===== src/rtl/core/raid6pq_pkg.sv =====
// Package for the RAID-6 P/Q parity accumulator: sizes, command codes,
// word types and the GF(2^8) multiply helper. Depends on nothing.
package raid6pq_pkg;

	localparam int unsigned STRIP_WORDS = 1024;
	localparam int unsigned ADDR_W      = (STRIP_WORDS > 1) ? $clog2(STRIP_WORDS) : 1;
	localparam logic [7:0]  GF_REDUCE   = 8'h1D;

	typedef enum logic [1:0] {
		CMD_CLEAR = 2'd0,
		CMD_ACCUM = 2'd1,
		CMD_READ  = 2'd2
	} cmd_t;

	typedef struct packed {
		logic [1:0]  cmd;
		logic [9:0]  word_index;
		logic [31:0] data_word;
		logic [7:0]  coefficient;
		logic        fold_p;
		logic        fold_q;
	} in_word_t;

	typedef struct packed {
		logic [31:0] p_word;
		logic [31:0] q_word;
	} out_word_t;

	// Shift-and-add product over GF(2^8) with polynomial 0x11D.
	function automatic logic [7:0] gf_mul(input logic [7:0] a, input logic [7:0] b);
		logic [7:0] acc;
		logic [7:0] x;
		acc = '0;
		x   = a;
		for (int i = 0; i < 8; i++) begin
			if (b[i]) begin
				acc = acc ^ x;
			end
			x = x[7] ? ((x << 1) ^ GF_REDUCE) : (x << 1);
		end
		return acc;
	endfunction

endpackage


===== src/rtl/core/raid6pq_gf_mul.sv =====
// Bytewise GF(2^8) multiply of a 32-bit word by one coefficient.
// Depends on raid6pq_pkg for the byte multiply function.
module raid6pq_gf_mul (
	input  logic [31:0] data_word,
	input  logic [7:0]  coefficient,
	output logic [31:0] product
);

	always_comb begin
		for (int lane = 0; lane < 4; lane++) begin
			product[8*lane +: 8] = raid6pq_pkg::gf_mul(data_word[8*lane +: 8], coefficient);
		end
	end

endmodule


===== config.mk =====
export PLATFORM = sky130hd
export DESIGN_NAME = raid6pq_gf_mul
export DESIGN_NICKNAME = d
export VERILOG_FILES = /design/src/rtl/core/raid6pq_pkg.sv /design/src/rtl/core/raid6pq_gf_mul.sv
export SDC_FILE = /design/constraint.sdc
export NUM_CORES = 1
export LEC_CHECK = 0
export ABC_CLOCK_PERIOD_IN_PS = 6000
export BUFFER_PORTS_ARGS = -buffer_cell sky130_fd_sc_hd__buf_2
export CORE_UTILIZATION = 40
export DETAILED_ROUTE_END_ITERATION = 6
export GPL_TIMING_DRIVEN = 0
export PLACE_DENSITY = 0.67
export SLEW_MARGIN = 5
export SYNTH_ARGS = -nofsm -noshare
export SYNTH_HDL_FRONTEND = slang
export SYNTH_SLANG_ARGS = --single-unit
export TNS_END_PERCENT = 20

===== constraint.sdc =====
create_clock -name vclk -period 6
set_clock_uncertainty 0.2 [all_clocks]
set_input_delay 1.8 -clock vclk [all_inputs]
set_output_delay 1.8 -clock vclk [all_outputs]
set_load 0.05 [all_outputs]

======== Word-level counts from Yosys, hierarchy flattened ========
Index checks and enable logic that the tools add are counted.
operators by class
  mux-type cells .......................... 60
  bitwise gates (word level) .............. 56
operator list
  cell               count
  8-bit two-way mux  32
  8-bit XOR          28
  5-bit two-way mux  28
  4-bit inverter     28
word-level totals
  logic and storage cells ................. 116
  bits in registers ....................... 0
  output and inout port bits .............. 32

======== Depth between registers and ports, before layout ========
  depth after elaboration ................. 16
  mapped depth ............................ 8
  gate-level depth less buffers ........... 6

======== Worst setup path before layout ========
OpenSTA, ideal clock, no wires.
  path kind ............................... in2out
  from .................................... input data_word[21]
  to ...................................... output product[20]
  slack ................................... 148 ps
  stages on the path ...................... 7
  data required time ...................... 4000 ps
  arrival ................................. 3852 ps
  cells stage by stage .................... buf_4 xnor2_4 xor2_1 nor4b_2 a211oi_2 xnor2_1 xnor2_1
between the ends
  word-level cells in the longest chain between the ends .. 11
  elaborated cells between the ends (all ways) .. 19
ends and longest elaborated chain
  what                                                    RTL line                              RTL
  start: declaration                                      raid6pq_gf_mul.sv:4                   input logic [31:0] data_word,
  5-bit two-way mux (*)                                   raid6pq_pkg.sv:39                     x = x[7] ? ((x << 1) ^ GF_REDUCE) : (x << 1);
  8-bit XOR or 4-bit inverter (tied branches)             -
  8-bit two-way mux or 5-bit two-way mux (tied branches)  raid6pq_pkg.sv:36, raid6pq_pkg.sv:39
  8-bit XOR or 4-bit inverter (tied branches)             -
  8-bit two-way mux or 5-bit two-way mux (tied branches)  raid6pq_pkg.sv:36, raid6pq_pkg.sv:39
  8-bit XOR                                               raid6pq_pkg.sv:37                     acc = acc ^ x;
  8-bit two-way mux                                       raid6pq_pkg.sv:36                     if (b[i]) begin
  8-bit XOR                                               raid6pq_pkg.sv:37
  8-bit two-way mux                                       raid6pq_pkg.sv:36
  8-bit XOR                                               raid6pq_pkg.sv:37
  8-bit two-way mux (*)                                   raid6pq_pkg.sv:36
  end: declaration                                        raid6pq_gf_mul.sv:6                   output logic [31:0] product
Mark *: on every way between the ends. The rest lies on a longest branch, timed or not.

======== Worst setup path in the final report ========
  from .................................... input coefficient[4]
  to ...................................... output product[26]
between the ends
  word-level cells in the longest chain between the ends .. 7
ends and longest elaborated chain
  what                   RTL line             RTL
  start: declaration     raid6pq_gf_mul.sv:5  input logic [7:0] coefficient,
  8-bit two-way mux (*)  raid6pq_pkg.sv:36
  8-bit XOR              raid6pq_pkg.sv:37
  8-bit two-way mux (*)  raid6pq_pkg.sv:36
  8-bit XOR              raid6pq_pkg.sv:37
  8-bit two-way mux (*)  raid6pq_pkg.sv:36
  8-bit XOR              raid6pq_pkg.sv:37
  8-bit two-way mux (*)  raid6pq_pkg.sv:36
Marked as above.

==> reports/results.ini <==
[outcome]
outcome = complete, but fails checks
violations = setup timing

[die]
num_rows = 39
fp.dieArea_sq_um = 12200
fp.coreArea_sq_um = 11500
start_util_pct = 41.1
io_pins = 72
die_x_um = 111
die_h_um = 111

[placement]
gp_routability_congestion = 0.895
number_of_placed_cells_counting_well_taps = 893
place_area_sq_um = 5140
number_of_port_buffers = 49
dpl.hpwl_um = 11100
dp_worst_setup_slack_ns = -0.220

[routing]
remaining_drc_errors = 0
ant_nets = 0
route.detailed.vias_per_inst = 5.23
avgRoutedWirePerCell_um = 17.0
num_vias = 4665
drt_pass1_iterations = 5
route.final.wire_length_um = 15100
drt_first_iter_violations = 303

[sta]
worst_slack_setup_final_ns = -0.0157
fin_crit_ns = 6.02
timing_hold_violations_final = 0
timing.final.crit_share_pct = 100
setup_violations = 2
timing.slew.headroom_pct = 48.6
timing.hold.ws_ns = 4.13
final_max_slew_viol_count = 0
pin_slew_with_the_least_headroom_to_its_limit_ns = 0.771
setup_total_negative_slack_ns = -0.0313
rsz0062_at_grt = yes
fmaxAchievable_mhz = 166

[cells_and_area]
finish.net_count = 791
finished_core_util_pct = 44.9
area_occupied_by_multi_input_gates_sq_um = 4390
layout.sequential_cells = 0
postLayoutCellArea_sq_um = 5150
area_growth_pct = 9.20
clock_buffers = 0
post_layout_nonfiller_instances = 892
antenna_cells = 0
fillerInstances = 1225
share_of_cells_above_drive_strength_1_pct = 14.7
regArea_sq_um = 0

[setup_path]
cpMaxStageDelayCell = sky130_fd_sc_hd__clkbuf_1
slowest_delay_ns = 0.50
critical_path_buf_inv_count = 4
path_delay_family = buffers and inverters
critical_path_launch_point_type = input port
crit_path_max_fanout = 10
path_cells = clkbuf_1, buf_2, buf_2, mux2i_1, o21ai_0, xnor2_1, xnor2_1, buf_2
worst-setup-path-type = input port to primary output
critical-path-top-cell-by-count = sky130_fd_sc_hd__buf_2
critPathArrivalTime_ns = 4.02
setup.worst_path.end_class = primary output
worst_ep_required_time_ns = 4.00

[logic_synthesis]
synth.most_common_cell = sky130_fd_sc_hd__xnor2_1
synthDominantAreaCellType = sky130_fd_sc_hd__xnor2_1
netlist_area_sq_um = 4720
netlist.area_leader.share_pct = 38.6
postSynthAreaPerCell_sq_um = 6.73
synth.distinct_cells = 36
ys_seq_area_share_pct = 0
netlist_top_cells_count = sky130_fd_sc_hd__xnor2_1, sky130_fd_sc_hd__nand2_1, sky130_fd_sc_hd__xor2_1
synthCells = 701
synth_fp_nets = 741
ys_top_cells_by_area = sky130_fd_sc_hd__xnor2_1, sky130_fd_sc_hd__xor2_1, sky130_fd_sc_hd__nand2_1, sky130_fd_sc_hd__a22oi_1, sky130_fd_sc_hd__mux2i_1
yosysWarningCount = 0

[pwr]
worst_ir_drop_vdd_uv = 280
power.static_leakage_nw = 2.04
power.total_mw = 1.40
cellPowerDensity_nw_per_um2 = 273

[global_routing]
via_count_of_the_first_global_routing_pass = 4588
antenna_found_initial = 0
first_pass_grt_wire_length_um = 24200
gr-usage-all-layers_pct = 24.4
grt-ovfl-total = 0
grt_max_degree = 12

[hold_path]
min_path_type = input port to primary output

[clock_tree]
cts_hold_buf = 0

[job]
number_of_max_capacitance_violations_reported = 0

[repair_timing]
action / in CTS / in global routing
resized for setup: 5 / 7
setup endpoints to repair: 30 / 19
setup buffers: 0 / 0
[layout make-up]
cell class	count	share of cell area, %
inverter	6	0.437
tap	143	3.47
timing repair buffer	49	4.76
buffer	63	6.19
multi-input combinational	631	85.1
[power breakdown]
| group | switching [mW] | internal (mW) | total, mW | leakage [nW] |
|---|---|---|---|---|
| combinational | 0.950 | 0.454 | 1.40 | 2.04 |
| clock | 0 | 0 | 0 | 0 |
| sequential | 0 | 0 | 0 | 0 |
| total | 0.950 | 0.454 | 1.40 | 2.04 |
[routing by layer]
metal	track usage, %	wire [um]	share of wire (%)
met2	41.3	6980	46
met1	32.1	6460	43
met5	0	0	0
met4	7.73	531	3.5
met3	2.69	1160	7.7
[kinds of logic after synthesis]
logic type / Yosys count / synth area share, %
xor gates and xnor gates: 306 / 59.3
muxes: 17 / 3.69
buffers and inverters: 70 / 7.08
AOI/OAI and AO/OA: 69 / 9.12
and+or+nand+nor: 239 / 20.8
[layout by cell type, fill, tap and decap left out, types with 2 or more instances in the layout]
cell type,Yosys,layout
sky130_fd_sc_hd__a21oi_1,14,14
sky130_fd_sc_hd__a22oi_1,21,21
sky130_fd_sc_hd__a31oi_1,2,2
sky130_fd_sc_hd__buf_2,25,77
sky130_fd_sc_hd__buf_4,6,6
sky130_fd_sc_hd__buf_6,2,2
sky130_fd_sc_hd__clkbuf_1,22,18
sky130_fd_sc_hd__clkbuf_2,2,8
sky130_fd_sc_hd__inv_1,6,6
sky130_fd_sc_hd__mux2_2,3,3
sky130_fd_sc_hd__mux2i_1,14,14
sky130_fd_sc_hd__nand2_1,199,199
sky130_fd_sc_hd__nand2b_1,8,8
sky130_fd_sc_hd__nand3_1,4,4
sky130_fd_sc_hd__nor2_1,11,11
sky130_fd_sc_hd__nor2b_1,9,8
sky130_fd_sc_hd__nor3b_1,4,4
sky130_fd_sc_hd__o211ai_1,3,3
sky130_fd_sc_hd__o21ai_0,24,24
sky130_fd_sc_hd__xnor2_1,208,208
sky130_fd_sc_hd__xnor3_1,2,2
sky130_fd_sc_hd__xor2_1,87,87
sky130_fd_sc_hd__xor2_2,6,6
[worst paths after layout]
check / from / to / slack [ns] / depth (start not counted)
hold / removal: data_word[22] / product[17] / 4.13 / 6
setup / recovery: coefficient[4] / product[26] / -0.02 / 8
Power figures use the tool's default switching activity.
